--- config.mk ---
export PLATFORM = sky130hd
export DESIGN_NAME = v3n_sqrt_cell
export DESIGN_NICKNAME = d
export VERILOG_FILES = /design/src/hdl/v3n_pkg.sv /design/src/hdl/v3n_sqrt_cell.sv
export SDC_FILE = /design/constraint.sdc
export NUM_CORES = 1
export LEC_CHECK = 0
export BUFFER_PORTS_ARGS = -buffer_cell sky130_fd_sc_hd__clkbuf_2
export CORE_AREA = 2 2 246 248
export CTS_CLUSTER_SIZE = 12
export DETAILED_ROUTE_END_ITERATION = 8
export DIE_AREA = 0 0 248 250
export SLEW_MARGIN = 40
export SYNTH_ARGS = -nofsm -noshare
export SYNTH_HDL_FRONTEND = slang
export SYNTH_SLANG_ARGS = --single-unit
--- constraint.sdc ---
create_clock -name clock -period 5.8 [get_ports clock]
set_input_delay 0.87 -clock clock [delete_from_list [all_inputs] [get_ports clock]]
set_output_delay 0.87 -clock clock [all_outputs]
set_load 0.03 [all_outputs]
--- src/hdl/v3n_pkg.sv ---
// v3n_pkg: shared types and constants for the vector3_normalize block.
// Used by the sqrt cell, divide cell and top level; depends on nothing.
`timescale 1ns / 1ps
`default_nettype none
package v3n_pkg;
   localparam int CompW   = 32;
   localparam int SumW    = 64;
   localparam int RootW   = 32;
   localparam int NumW    = 48;
   localparam int ThreshW = 16;
   localparam int SqrtSteps = 32;
   localparam int DivSteps  = 48;

   localparam logic [0:0] RegZeroThreshold = 1'b0;

   // Payload carried alongside the arithmetic through every cell.
   typedef struct packed {
      logic [CompW-1:0] x;
      logic [CompW-1:0] y;
      logic [CompW-1:0] z;
      logic [2:0]       neg;
      logic [CompW-1:0] ax;
      logic [CompW-1:0] ay;
      logic [CompW-1:0] az;
      logic [ThreshW-1:0] thr;
   } vec_type;

   typedef struct packed {
      logic [SumW-1:0]  rem;
      logic [RootW-1:0] root;
   } sqrt_type;

   typedef struct packed {
      logic [NumW-1:0]   nx;
      logic [NumW-1:0]   ny;
      logic [NumW-1:0]   nz;
      logic [RootW:0]    rx;
      logic [RootW:0]    ry;
      logic [RootW:0]    rz;
      logic [RootW-1:0]  mag;
   } div_type;
endpackage
`default_nettype wire

--- src/hdl/v3n_sqrt_cell.sv ---
// v3n_sqrt_cell: one restoring square-root step, one root bit per cell.
// Depends on v3n_pkg.
`timescale 1ns / 1ps
`default_nettype none
module v3n_sqrt_cell (
   input  wire logic              clock,
   input  wire logic              reset,
   input  wire logic              enable,
   input  wire logic [5:0]        step,
   input  wire logic              valid_in,
   input  wire v3n_pkg::sqrt_type sq_in,
   input  wire v3n_pkg::vec_type  vec_in,
   output logic                   valid_out,
   output v3n_pkg::sqrt_type      sq_out,
   output v3n_pkg::vec_type       vec_out
);
   logic                valid_ff;
   v3n_pkg::sqrt_type   sq_ff, sq_in_d;
   v3n_pkg::vec_type    vec_ff;
   logic [v3n_pkg::SumW-1:0] trial, top;

   // Remainder compared with (4*root+1) placed at bit 2*step.
   always_comb begin
      top   = sq_in.rem >> {step, 1'b0};
      trial = {30'd0, sq_in.root, 2'b01};
      sq_in_d.root = {sq_in.root[v3n_pkg::RootW-2:0], 1'b0};
      sq_in_d.rem  = sq_in.rem;
      if (top >= trial) begin
         sq_in_d.root = {sq_in.root[v3n_pkg::RootW-2:0], 1'b1};
         sq_in_d.rem  = sq_in.rem - (trial << {step, 1'b0});
      end
   end

   always_ff @(posedge clock) begin
      if (reset) begin
         valid_ff <= 1'b0;
      end else if (enable) begin
         valid_ff <= valid_in;
      end
      if (enable) begin
         sq_ff  <= sq_in_d;
         vec_ff <= vec_in;
      end
   end
   assign valid_out = valid_ff;
   assign sq_out    = sq_ff;
   assign vec_out   = vec_ff;
endmodule
`default_nettype wire

==> metrics.md <==
| Metric | Value |
|---|---|
| Leak | `about 11 nW` |
| Data required, critical path | `slightly above 6 ns` |
| Crit path max-delay family | `compound AO/OA/AOI/OAI gates` |
| CP max-delay cell | `o21ai_0` |
| DRT Pass-1 Iters | `6` |
| Slew Limit Fails | `0` |
| First-pass GRT wire length | `about 140000 µm` |
| Grt total ovfl | `0` |
| Async SR Flop Fraction | `0%` |
| Share of total power in the clock network | `between 30% and 40%` |
| Reg clk slew, reported paths | `roughly 0.06 ns` |
| Utilization after layout | `43.2%` |
| DR vias | `19119` |
| Synthesized instance count | `1839` |
| # rows | `90` |
| Post-synth top flop | `edfxtp_1` |
| Most frequent CP cell | `o21ai_0` |
| Worst hold endpoint | `vec_out[62]$_DFFE_PP_` |
| Io pins | `625` |
| Vias in the first global route | `~18000` |
| Worst setup EP type | `flop` |
| Psw | `roughly 2.6 mW` |
| Ys Warns | `0` |
| CP Data Arrival Time | `5.64 ns` |
| TritonCTS Sinks | `around 310` |
| Initial antenna violation count | `31` |
| Dpl cell area | `24500 µm²` |
| DRC Markers | `0` |
| Peak supply drop | `between 0.2 and 0.3 mV` |
| Hold violation total from the final report | `0` |
| Status | `finished, final reports clean` |
| RSZ-0062 raised after global routing | `no` |
| P&R area growth vs syn | `32.5%` |
| Final instance area | `between 20000 and 30000 µm²` |
| Worst Hold Depth | `1` |
| Slowest cell delay on critical path | `~0.6 ns` |
| Flop pwr share | `38.1%` |
| Fmax | `0.188 GHz` |
| Final ANT Viol Nets | `0` |
| Internal power | `roughly 4.7 mW` |
| Worst hold path class | `input port to flop` |
| CP cell instances | `buf_4 -> o21ai_0 -> o21ai_0 -> o32ai_1 -> buf_4 -> mux2i_1 -> or2_2 -> ha_1 -> nand4_1 -> or3_1 -> nor3_1 -> a21o_1 -> a21o_1 -> o21ai_0 -> o21ai_0 -> a31oi_1 -> xor2_1 -> o21ai_0` |
| Worst-Skew Late Latency | `0.56 ns` |
| Synth Cell Area | `around 19000 µm²` |
| Synth Register Bits | `308` |
| Total wire length | `102000 µm` |
| Fin crit period | `approximately 5.3 ns` |
| Final setup viols | `0` |
| Register area share after synthesis | `47.6%` |
| EDFF count, synth | `~300` |
| Crit Path Category | `input port to flop` |
| Worst hold slack | `about 0.46 ns` |
| Reg2Reg Depth | `2` |
| Setup WS pre-CTS | `-0.0281 ns` |
| Die ar. | `between 60000 and 70000 µm²` |
| Clk root buf | `clkbuf_16` |
| IO Port Bufs | `between 600 and 700` |
| WP buf/inv | `2` |
| Total CTS buffers | `37` |
| Final #Nets | `about 3000` |
| Pin count of the biggest net entering global routing | `around 110` |
| Final HPWL DP | `between 80000 and 90000 µm` |
| Post-CTS Setup Inserts | `0` |
| Worst reg2reg startpoint | `valid_out$_SDFFE_PP0P_` |
| Layout cell share with drive strength beyond 1 | `between 30% and 40%` |
| Core Box Area | `roughly 60000 µm²` |
| PD cells | `284 nW/µm²` |
| Hold Path Origin | `vec_in[62]` |
| Tcrit/Tclk final | `91.6%` |
| Power Total | `7.30 mW` |
| CTS tree | `done` |
| R2R setup slack | `5.18 ns` |
| Die Height | `250 µm` |
| Syn avg cell area | `~11 µm²` |
| Setup WS post-layout | `between 0.4 and 0.5 ns` |
| Startpoint types | `input port` |
| RR Endpoint | `valid_out$_SDFFE_PP0P_` |
| Synthesized netlist net count | `between 2000 and 2500` |
| Final GP Congestion | `~1.0` |
| Sw Share | `35.4%` |
| # Max-Cap Violations | `0` |
| Die width | `roughly 250 µm` |
| Clk_skew | `0 ns` |
| Crit path max fanout | `32` |
| Initial Util | `32.6%` |
| Unique cell type count in the Yosys netlist | `67` |
| Via density | `about 5.6` |
| Clock Path Buffers | `3` |
| H-tree levels | `2` |
| Iteration-0 DRC Markers | `1854` |
| Slew HR | `between 50 and 60%` |
| Combinational Power Share | `about 31%` |
| # hold bufs at CTS | `0` |
| GRT Util Overall | `a little under a third` |
| PostCTS Resize Cnt | `0` |
| Drt wl/cell | `30.2 µm` |
| Worst slew pin tran | `around 0.74 ns` |
## sequential cells by signal (all words and copies together), names as in the netlist
signal,count
sq_out,96
valid_out,1
vec_out,211
## cells by family (layout without fill, tap and decap cells)
family / after synthesis / count (layout) / synth area share, %
AO/OA/AOI/OAI: 493 / 493 / 15.9
XOR/XNOR: 60 / 60 / 2.71
adder cells (fa/ha/maj): 99 / 99 / 6.38
buffers and inverters: 165 / 925 / 3.58
flip-flops: 308 / 308 / 47.6
multiplexers: 151 / 151 / 11.5
other: 0 / 7 / 0
AND/OR/NAND/NOR: 563 / 563 / 12.4
## Yosys cell counts (19+ instances only)
| cell | instances | area, µm² |
|---|---|---|
| o21ai_0 | 150 | 751 |
| a21oi_1 | 128 | 641 |
| xnor2_1 | 30 | 263 |
| nand4_1 | 19 | 119 |
| clkbuf_1 | 64 | 240 |
| xor2_1 | 30 | 263 |
| nand3_1 | 19 | 95.1 |
| edfxtp_1 | 307 | 9220 |
| mux2_2 | 27 | 304 |
| a211oi_1 | 19 | 143 |
| mux2i_1 | 69 | 691 |
| mux4_2 | 55 | 1240 |
| nor2_1 | 114 | 428 |
| a31oi_1 | 19 | 119 |
| inv_1 | 57 | 214 |
| ha_1 | 99 | 1240 |
| nor3_1 | 22 | 110 |
| nand2_1 | 320 | 1200 |
| a21o_1 | 49 | 368 |
## layout make-up
cell class | count | area [µm²]
inverters | 60 | 225
fillers | 5784 | 33900
flip-flops and latches | 308 | 9240
clock inverters | 21 | 154
repair buffers | 799 | 4630
well taps | 782 | 978
clock buffers | 45 | 977
diodes | 7 | 17.5
multi-input cells | 1366 | 9490
## per-stage QoR
stage / std cells / TNS [ns]
6_report: 3388 / 0
2_1_floorplan: 1839 / -0.00908
4_1_cts: 3380 / 0
5_1_grt: 3383 / 0
3_5_place_dp: 3314 / -0.126
3_3_place_gp: 3314 / 0
## how the worst max path moves through the flow
stage / to / start / slack (ns) / depth (start not counted)
final: sq_out[85]$_DFFE_PP_ / step[1] / 0.49 / 18
after global placement: sq_out[95]$_DFFE_PP_ / step[1] / 0.04 / 23
after floorplan: sq_out[80]$_DFFE_PP_ / step[0] / -0.009 / 24
after detailed placement: sq_out[92]$_DFFE_PP_ / step[1] / -0.03 / 22
after CTS: sq_out[92]$_DFFE_PP_ / step[1] / 0.58 / 22
after global routing: sq_out[94]$_DFFE_PP_ / step[1] / 0.27 / 21
## placed cells by master, fill, tap and decap left out, types with 6 or more instances in the layout
| cell | Yosys | routed |
|---|---|---|
| clkbuf_16 | 0 | 38 |
| clkbuf_1 | 64 | 7 |
| a211oi_1 | 19 | 19 |
| mux4_2 | 55 | 55 |
| nor3_1 | 22 | 22 |
| nor2b_1 | 10 | 10 |
| xnor2_1 | 30 | 30 |
| clkinv_1 | 1 | 8 |
| ha_1 | 99 | 99 |
| o21a_1 | 9 | 9 |
| and3_1 | 6 | 6 |
| a21oi_1 | 128 | 128 |
| a21o_1 | 49 | 49 |
| o21ai_0 | 150 | 150 |
| diode_2 | 0 | 7 |
| buf_4 | 8 | 163 |
| buf_12 | 0 | 13 |
| nor4_1 | 6 | 6 |
| nand3_1 | 19 | 19 |
| inv_1 | 57 | 57 |
| o22ai_1 | 11 | 11 |
| nand2_1 | 320 | 320 |
| and2_1 | 14 | 14 |
| edfxtp_1 | 307 | 307 |
| nand2b_1 | 13 | 13 |
| nor2_1 | 114 | 114 |
| or3_1 | 9 | 9 |
| a31oi_1 | 19 | 19 |
| o211ai_1 | 9 | 9 |
| clkbuf_2 | 0 | 621 |
| a22oi_1 | 12 | 12 |
| mux2i_1 | 69 | 69 |
| mux2_2 | 27 | 27 |
| nand4_1 | 19 | 19 |
| o21bai_1 | 17 | 17 |
| xor2_1 | 30 | 30 |
| a22o_1 | 10 | 10 |
| clkinv_2 | 0 | 9 |
## routing by layer
metal  vias up  global-route usage, %  wire length, µm
met3       174                   7.11             9430
met5         -                      0              130
li1       8363                      -                -
met4        22                   11.7             4060
met2      1008                   52.2            47800
met1      9552                   41.2            40800
## power groups by stage
stage	clock network (mW)	logic, mW	registers, mW
after floorplan	0	0.857	3.21
after global placement	0	2.23	2.83
after detailed placement	0	2.23	2.82
after CTS	2.30	2.25	2.79
after global routing	2.38	2.40	2.80
final	2.25	2.27	2.78
Power figures use the tool's default switching activity.
