--- config.mk ---
export PLATFORM = sky130hd
export DESIGN_NAME = v3n_div_cell
export DESIGN_NICKNAME = d
export VERILOG_FILES = /design/src/hdl/v3n_pkg.sv /design/src/hdl/v3n_div_cell.sv
export SDC_FILE = /design/constraint.sdc
export NUM_CORES = 1
export LEC_CHECK = 0
export BUFFER_PORTS_ARGS = -buffer_cell sky130_fd_sc_hd__buf_2
export CORE_AREA = 4 4 377 379
export CTS_CLUSTER_DIAMETER = 60
export DETAILED_ROUTE_END_ITERATION = 16
export DIE_AREA = 0 0 381 383
export PLACE_DENSITY_LB_ADDON = 0.1
export SLEW_MARGIN = 25
export SYNTH_ARGS = -nofsm -noshare
export SYNTH_HDL_FRONTEND = slang
export SYNTH_SLANG_ARGS = --single-unit
export TNS_END_PERCENT = 1
--- constraint.sdc ---
create_clock -name clock -period 3.57 [get_ports clock]
set_input_delay 0.714 -clock clock [delete_from_list [all_inputs] [get_ports clock]]
set_output_delay 0.714 -clock clock [all_outputs]
set_load 0.01 [all_outputs]
--- src/hdl/v3n_pkg.sv ---
// v3n_pkg: shared types and constants for the vector3_normalize block.
// Used by the sqrt cell, divide cell and top level; depends on nothing.
`timescale 1ns / 1ps
`default_nettype none
package v3n_pkg;
   localparam int CompW   = 32;
   localparam int SumW    = 64;
   localparam int RootW   = 32;
   localparam int NumW    = 48;
   localparam int ThreshW = 16;
   localparam int SqrtSteps = 32;
   localparam int DivSteps  = 48;

   localparam logic [0:0] RegZeroThreshold = 1'b0;

   // Payload carried alongside the arithmetic through every cell.
   typedef struct packed {
      logic [CompW-1:0] x;
      logic [CompW-1:0] y;
      logic [CompW-1:0] z;
      logic [2:0]       neg;
      logic [CompW-1:0] ax;
      logic [CompW-1:0] ay;
      logic [CompW-1:0] az;
      logic [ThreshW-1:0] thr;
   } vec_type;

   typedef struct packed {
      logic [SumW-1:0]  rem;
      logic [RootW-1:0] root;
   } sqrt_type;

   typedef struct packed {
      logic [NumW-1:0]   nx;
      logic [NumW-1:0]   ny;
      logic [NumW-1:0]   nz;
      logic [RootW:0]    rx;
      logic [RootW:0]    ry;
      logic [RootW:0]    rz;
      logic [RootW-1:0]  mag;
   } div_type;
endpackage
`default_nettype wire

--- src/hdl/v3n_div_cell.sv ---
// v3n_div_cell: one restoring division step for all three components.
// Depends on v3n_pkg.
`timescale 1ns / 1ps
`default_nettype none
module v3n_div_cell (
   input  wire logic             clock,
   input  wire logic             reset,
   input  wire logic             enable,
   input  wire logic             valid_in,
   input  wire v3n_pkg::div_type dv_in,
   input  wire v3n_pkg::vec_type vec_in,
   output logic                  valid_out,
   output v3n_pkg::div_type      dv_out,
   output v3n_pkg::vec_type      vec_out
);
   logic             valid_ff;
   v3n_pkg::div_type dv_ff, dv_d;
   v3n_pkg::vec_type vec_ff;
   logic [v3n_pkg::RootW:0] sx, sy, sz, d;

   always_comb begin
      d  = {1'b0, dv_in.mag};
      sx = {dv_in.rx[v3n_pkg::RootW-1:0], dv_in.nx[v3n_pkg::NumW-1]};
      sy = {dv_in.ry[v3n_pkg::RootW-1:0], dv_in.ny[v3n_pkg::NumW-1]};
      sz = {dv_in.rz[v3n_pkg::RootW-1:0], dv_in.nz[v3n_pkg::NumW-1]};
      dv_d.mag = dv_in.mag;
      dv_d.nx = {dv_in.nx[v3n_pkg::NumW-2:0], (sx >= d)};
      dv_d.ny = {dv_in.ny[v3n_pkg::NumW-2:0], (sy >= d)};
      dv_d.nz = {dv_in.nz[v3n_pkg::NumW-2:0], (sz >= d)};
      dv_d.rx = (sx >= d) ? sx - d : sx;
      dv_d.ry = (sy >= d) ? sy - d : sy;
      dv_d.rz = (sz >= d) ? sz - d : sz;
   end

   always_ff @(posedge clock) begin
      if (reset) begin
         valid_ff <= 1'b0;
      end else if (enable) begin
         valid_ff <= valid_in;
      end
      if (enable) begin
         dv_ff  <= dv_d;
         vec_ff <= vec_in;
      end
   end
   assign valid_out = valid_ff;
   assign dv_out    = dv_ff;
   assign vec_out   = vec_ff;
endmodule
`default_nettype wire

==> results of run 1 <==
==> cell usage in the layout, fill, tap and decap left out, drive strengths merged, types with 5 or more instances in the layout <==
master	instances
o21a	9
inv	78
clkbuf	100
xnor2	52
or2	7
o31ai	5
a211o	6
o21ai	86
nor2b	15
o21bai	8
a21oi	125
diode	21
a31oi	20
a211oi	5
nor2	89
edfxtp	486
xor2	31
nor4	5
nand2	85
clkinv	22
mux2	25
ha	96
nand2b	10
buf	1260
nand4	27
bufinv	9
nor3	8
and2	5
a21o	55
and3	6
nand3	12
==> cell families (layout without fill, tap and decap cells) <==
logic type	count (synthesis)	count (layout)	share of synthesized area, %
other cells	0	21	0
xor+xnor	83	83	3.46
mux	28	28	1.48
fa+ha+maj	99	99	5.99
compound gates	358	358	10.9
simple gates	287	287	6.51
flops	487	487	69.5
buf+inv	105	1473	2.22
==> cell usage after synthesis, drive strengths merged (3+ instances only) <==
| library cell | count |
|---|---|
| edfxtp | 486 |
| a21oi | 125 |
| ha | 96 |
| nor2 | 89 |
| o21ai | 86 |
| nand2 | 85 |
| inv | 62 |
| a21o | 55 |
| xnor2 | 52 |
| clkbuf | 31 |
| xor2 | 31 |
| nand4 | 27 |
| mux2 | 25 |
| a31oi | 20 |
| nor2b | 15 |
| buf | 12 |
| nand3 | 12 |
| nand2b | 10 |
| o21a | 9 |
| nor3 | 8 |
| o21bai | 8 |
| or2 | 7 |
| a211o | 6 |
| and3 | 6 |
| a211oi | 5 |
| and2 | 5 |
| nor4 | 5 |
| o31ai | 5 |
| a221oi | 4 |
| and4 | 4 |
| o2111ai | 4 |
| o211ai | 4 |
| o31a | 4 |
| or3 | 4 |
| a311o | 3 |
| fa | 3 |
| mux2i | 3 |
| nand3b | 3 |
| o22ai | 3 |
| o41ai | 3 |
==> critical path: stages <==
cell,delay (ns)
buf_2,0.22
inv_1,0.18
buf_12,0.16
ha_1,0.29
a21oi_1,0.28
nand3_1,0.13
a221o_1,0.34
a211oi_2,0.30
nor2_1,0.10
nor2_2,0.14
o21ai_2,0.10
a221oi_2,0.28
mux2_2,0.36
==> power by group through the flow <==
stage	Sequential, µW	Combinational [µW]	Clock, µW
after detailed placement	7240	3440	0
after global placement	7250	3460	0
after floorplan	7510	1030	0
after CTS	7140	3460	8520
after global routing	7170	3680	8770
final	7130	3370	8190
==> final timing paths <==
| check | startpoint | to | slack [ns] | cells after the start |
|---|---|---|---|---|
| setup / recovery | dv_in[13] | dv_out[64]$_DFFE_PP_ | 0.34 | 13 |
| hold / removal | reset | valid_out$_SDFFE_PP0P_ | 0.19 | 2 |
| setup reg to reg | valid_out$_SDFFE_PP0P_ | valid_out$_SDFFE_PP0P_ | 2.99 | 2 |
| hold reg to reg | valid_out$_SDFFE_PP0P_ | valid_out$_SDFFE_PP0P_ | 0.50 | 2 |
==> layout make-up <==
class                   instances  share of cell area, %
diodes                         21                  0.158
clock buffers                 100                   6.40
clock inverters                51                   2.07
inverters                      62                  0.700
multi-input cells             855                   18.0
flip-flops and latches        487                   43.9
well taps                    1807                   6.80
repair buffers               1260                   22.0
==> state kept, by name (all words and copies together) (netlist names) <==
signal     flops
dv_out       275
valid_out      1
vec_out      211
==> metrics by stage <==
step	setup slack [ns]	util, %
finish	0.345	24.0
CTS	0.275	23.9
detailed placement	-0.440	21.9
global route	0.0923	23.9
floorplan	0.258	-
global placement	-0.521	21.9
==> metal layers <==
metal / vias to the layer above / share of wire, %
li1: 8189 / -
met1: 8508 / 38
met2: 779 / 47
met3: 239 / 12
met4: 42 / 3.3
met5: - / 0.20
==> summary.md, run 1 <==
| Metric | Value |
|---|---|
| Outcome | `completed` |
| Total Neg Setup Slack | `0 ns` |
| Syn avg cell area | `~15 µm²` |
| Die W | `roughly 380 µm` |
| Synth top area cells | `edfxtp_1, ha_1, a21oi_1, xnor2_1, o21ai_0` |
| Initial antenna violation count | `84` |
| CTS tree | `yes` |
| Dpl cells | `between 4000 and 5000` |
| FF+latch count, synth | `roughly 500` |
| Initial core utilization | `approximately 15%` |
| Sequential cell area fraction in the yosys report | `between 60% and 70%` |
| Peak fanout along the critical path | `4` |
| Final Power | `about 19000 µW` |
| Vias/cell | `3.82` |
| First-pass GRT wire length | `between 150 and 200 mm` |
| Area post-placement | `just over 30000 µm²` |
| Syn_nets | `slightly above 2000` |
| Startpoint types | `input pin` |
| Rel. slew slack | `between 50 and 60%` |
| Top FF cell, synth | `edfxtp_1` |
| Gr busiest metal | `met2` |
| Setup Skew | `0 ns` |
| Combinational share of power | `between 10% and 20%` |
| Worst slew pin tran | `0.657 ns` |
| Switching share of power | `between 20 and 30%` |
| Synth top area share | `around 69%` |
| WP data required | `3.94 ns` |
| Die area | `roughly 150000 µm²` |
| Internal power | `approximately 13000 µW` |
| Slew Limit Fails | `0` |
| Synth area leader | `edfxtp_1` |
| Worst hold slack | `approximately 0.19 ns` |
| # rows | `about 140` |
| Layout Cells excl Fill | `around 4600` |
| Vias in the first global route | `between 15000 and 20000` |
| Post-synthesis cell count | `1447` |
| Seq pwr share | `about two fifths` |
| GP Congestion | `0.859` |
| Net switching power | `5310 µW` |
| Total grt overflow | `0` |
| Worst-path clk slew | `roughly 0.05 ns` |
| H-tree levels | `3` |
| Tightest Hold Check Type | `input pin to register` |
| YS warnings | `0` |
| Die Y | `383 µm` |
| Largest net degree at the start of global routing | `90` |
| Post-Syn Area | `about 21000 µm²` |
| CTS Hold Bufs | `0` |
| Ratio of cells with drive above 1 in the final layout | `between 50 and 60%` |
| Antenna viol nets, final | `0` |
| RSZ-0062 raised after global routing | `no` |
| Routed length per instance | `approximately 26 µm` |
| DR vias | `between 15000 and 20000` |
| Clock share of power | `between 40% and 50%` |
| Bufs on Longest Clock Path | `3` |
| F_max | `between 300 and 400 MHz` |
| Setup violation total in the final timing report | `0` |
| Count of cell types in the netlist | `75` |
| Postcts setup bufs | `0` |
| Met2 GRT Util | `a little over a quarter` |
| Fillers | `15000` |
| Design area | `~33000 µm²` |
| Met3 Use GR | `under 10%` |
| Drt first pass iters | `5` |
| Drt drc | `0` |
| Tcrit/Tclk final | `90.3%` |
| Area Growth Syn to Fin | `58.1%` |
| EDFF count, synth | `486` |
| Maximum ir drop on the vdd rail | `about 0.3 mV` |
| Synth async-reset ratio | `0%` |
| PortBufs | `between 900 and 1000` |
| Starting DRT DRC Count | `914` |
| # IOs | `just under 1000` |
| PostCTS Resize Cnt | `0` |
| Final Hold Viols | `0` |
| Met1 Use GR | `between 10% and 20%` |
| Final net count | `between 3000 and 4000` |
| Worst-Skew Late Latency | `around 0.67 ns` |
| CTS root buf | `clkbuf_16` |
| CP Class | `input pin to register` |
| Core footprint | `approximately 140000 µm²` |
| Post-DP HPWL | `around 100 mm` |
| Time the worst path needs with I/O delays and setup | `approximately 3.2 ns` |
| CTS Buf Count | `between 80 and 90` |
| Critical path arrival | `roughly 3.6 ns` |
| Critical Path Sink Type | `register` |
| Total GRT Usage | `between 10% and 20%` |
| Footprint of the multi-input gates | `just under 6000 µm²` |
| Max Cap Viol | `0` |
| Power density over the cells | `between 500 and 600 nW/µm²` |
| Post-Route WL | `121 mm` |
| CTS sink count | `~490` |
| Lkg Pwr | `approximately 0.014 µW` |
| Sequential Area | `14600 µm²` |
Note: power is estimated with default switching activity, not from simulation.
==> run 2: changes to the inputs <==
--- a/config.mk
+++ b/config.mk
@@ -6,10 +6,12 @@
 export NUM_CORES = 1
 export LEC_CHECK = 0
 export BUFFER_PORTS_ARGS = -buffer_cell sky130_fd_sc_hd__buf_2
-export CORE_AREA = 4 4 377 379
+export CELL_PAD_IN_SITES_DETAIL_PLACEMENT = 1
+export CELL_PAD_IN_SITES_GLOBAL_PLACEMENT = 2
+export CORE_AREA = 4 4 383 385
 export CTS_CLUSTER_DIAMETER = 60
 export DETAILED_ROUTE_END_ITERATION = 16
-export DIE_AREA = 0 0 381 383
+export DIE_AREA = 0 0 387 389
 export PLACE_DENSITY_LB_ADDON = 0.1
 export SLEW_MARGIN = 25
 export SYNTH_ARGS = -nofsm -noshare
==> summary.md, run 2 (synthesis gave the netlist of run 1 again) <==
| Metric | Value |
|---|---|
| Switching share of power | `28.9%` |
| Post-DP HPWL | `between 100 and 150 mm` |
| Most common library cell in the layout ignoring fill and taps | `buf_2` |
| Footprint of the multi-input gates | `5970 µm²` |
| Initial core utilization | `between 10 and 15%` |
| Die W | `387 µm` |
| Drt drc | `0` |
| Pre-CTS worst setup slack | `-0.411 ns` |
| CTS Hold Bufs | `0` |
| GP Congestion | `0.918` |
| Combinational share of power | `between 10% and 20%` |
| Commonest cells after routing, fill and taps aside | `buf_2, edfxtp_1, buf_4` |
| Ratio of cells with drive above 1 in the final layout | `~51%` |
| Starting DRT DRC Count | `between 1000 and 1500` |
| Routed length per instance | `about 28 µm` |
| Clock share of power | `a little over two fifths` |
| Antenna viol nets, final | `0` |
| PortBufs | `just under 1000` |
| F_max | `roughly 300 MHz` |
| Net switching power | `between 5000 and 6000 µW` |
| Tightest Hold Check Type | `input pin to register` |
| CTS sink count | `between 400 and 500` |
| WP data required | `3.94 ns` |
| Total GRT Usage | `approximately 17%` |
| Critical Path Sink Type | `register` |
| Bufs on Longest Clock Path | `3` |
| Vias/cell | `~3.8` |
| Worst-Skew Late Latency | `0.68 ns` |
| Startpoint types | `input pin` |
| Critical path arrival | `around 3.7 ns` |
| Layout Cells excl Fill | `between 4000 and 5000` |
| Peak fanout along the critical path | `14` |
| RR Startpoint | `valid_out$_SDFFE_PP0P_` |
| RSZ-0062 raised after global routing | `no` |
| First-pass GRT wire length | `177 mm` |
| Final net count | `between 3000 and 4000` |
| DR vias | `approximately 18000` |
| Sequential Area | `between 10000 and 15000 µm²` |
| PostCTS Resize Cnt | `0` |
| Worst Hold End | `valid_out$_SDFFE_PP0P_` |
| Total Neg Setup Slack | `0 ns` |
| Lkg Pwr | `0.0144 µW` |
| Setup violation total in the final timing report | `0` |
| Dpl cells | `4569` |
| # IOs | `977` |
| Die Y | `around 390 µm` |
| Fillers | `around 16000` |
| CTS Buf Count | `82` |
| Slew Limit Fails | `0` |
| Worst-path clk slew | `0.06 ns` |
| R2R depth | `2` |
| # rows | `139` |
| Min-delay src | `reset` |
| Fin worst setup slack | `0.252 ns` |
| Power density over the cells | `556 nW/µm²` |
| Worst slew pin tran | `~0.72 ns` |
| R2r endpoint | `valid_out$_SDFFE_PP0P_` |
| Total grt overflow | `0` |
| Setup slack, reg-to-reg | `2.98 ns` |
| Postcts setup bufs | `0` |
| CTS tree | `yes` |
| CTS root buf | `clkbuf_16` |
| Time the worst path needs with I/O delays and setup | `between 3 and 4 ns` |
| H-tree levels | `3` |
| Max Cap Viol | `0` |
| Initial antenna violation count | `100` |
| Drt first pass iters | `4` |
| Final Hold Viols | `0` |
| Rel. slew slack | `about 52%` |
| Vias in the first global route | `roughly 19000` |
| Largest net degree at the start of global routing | `roughly 70` |
| Hold path cells | `2` |
| Setup Skew | `0 ns` |
| Internal power | `roughly 13000 µW` |
| Core footprint | `approximately 140000 µm²` |
| Post-Route WL | `roughly 130 mm` |
| CP Class | `input pin to register` |
| Area Growth Syn to Fin | `58.4%` |
| Tcrit/Tclk final | `a little over 90%` |
| Outcome | `completed` |
| Seq pwr share | `38.5%` |
| Max FFs per register | `about 280` |
| Maximum ir drop on the vdd rail | `0.354 mV` |
| Die area | `between 150000 and 200000 µm²` |
[run 2: final cells by class]
cell class                      count  share of cell area (%)
Sequential cell                   487                    43.8
Timing Repair Buffer             1262                    22.1
Multi-Input combinational cell    855                    17.9
Tap cell                         1903                    7.14
Clock buffer                       93                    6.28
Clock inverter                     56                    1.88
Inverter                           62                   0.698
Antenna cell                       22                   0.165
[run 2: worst max-delay path by stage]
stage,start,to,slack [ns],cells after the start
floorplan,dv_in[3],dv_out[97]$_DFFE_PP_,0.26,11
global placement,dv_in[6],dv_out[40]$_DFFE_PP_,-0.36,14
detailed placement,dv_in[6],dv_out[53]$_DFFE_PP_,-0.41,14
CTS,dv_in[6],dv_out[53]$_DFFE_PP_,0.28,14
global route,dv_in[6],dv_out[51]$_DFFE_PP_,0.08,14
finish,dv_in[6],dv_out[53]$_DFFE_PP_,0.25,14
[run 2: critical path, cell delays in order]
cell and delay (ns):
buf_2 0.16, inv_1 0.18, ha_1 0.39, a21oi_1 0.10, o21ai_0 0.34, or2_2 0.18, a21oi_1 0.06, buf_4 0.16
nor2_1 0.28, a21oi_1 0.12, buf_4 0.16, o211ai_4 0.28, buf_12 0.21, mux2_2 0.36
[run 2: power groups by stage]
stage	sequential (µW)	clock (µW)	combinational [µW]
after floorplan	7510	0	1030
after global placement	7260	0	3540
after detailed placement	7260	0	3540
after CTS	7160	8300	3560
after global routing	7200	8550	3760
final	7150	7960	3440
[run 2: metrics by stage]
stage	area (µm²)	total power, µW	hold WS, ns	utilization [%]
finish	33300	18500	0.189	23.3
global route	33300	19500	0.143	23.3
CTS	33300	19000	0.111	23.2
detailed placement	30600	10800	0.499	21.3
global placement	30600	10800	0.499	21.3
floorplan	21000	8540	0.528	-
[run 2: per-layer routing]
metal / vias to the layer above / GRT usage [%] / routed length [µm]
met5: - / 0 / 154
li1: 8178 / - / -
met1: 8965 / 21.7 / 56100
met4: 22 / 3.04 / 2170
met2: 781 / 29.2 / 64500
met3: 196 / 5.54 / 11800
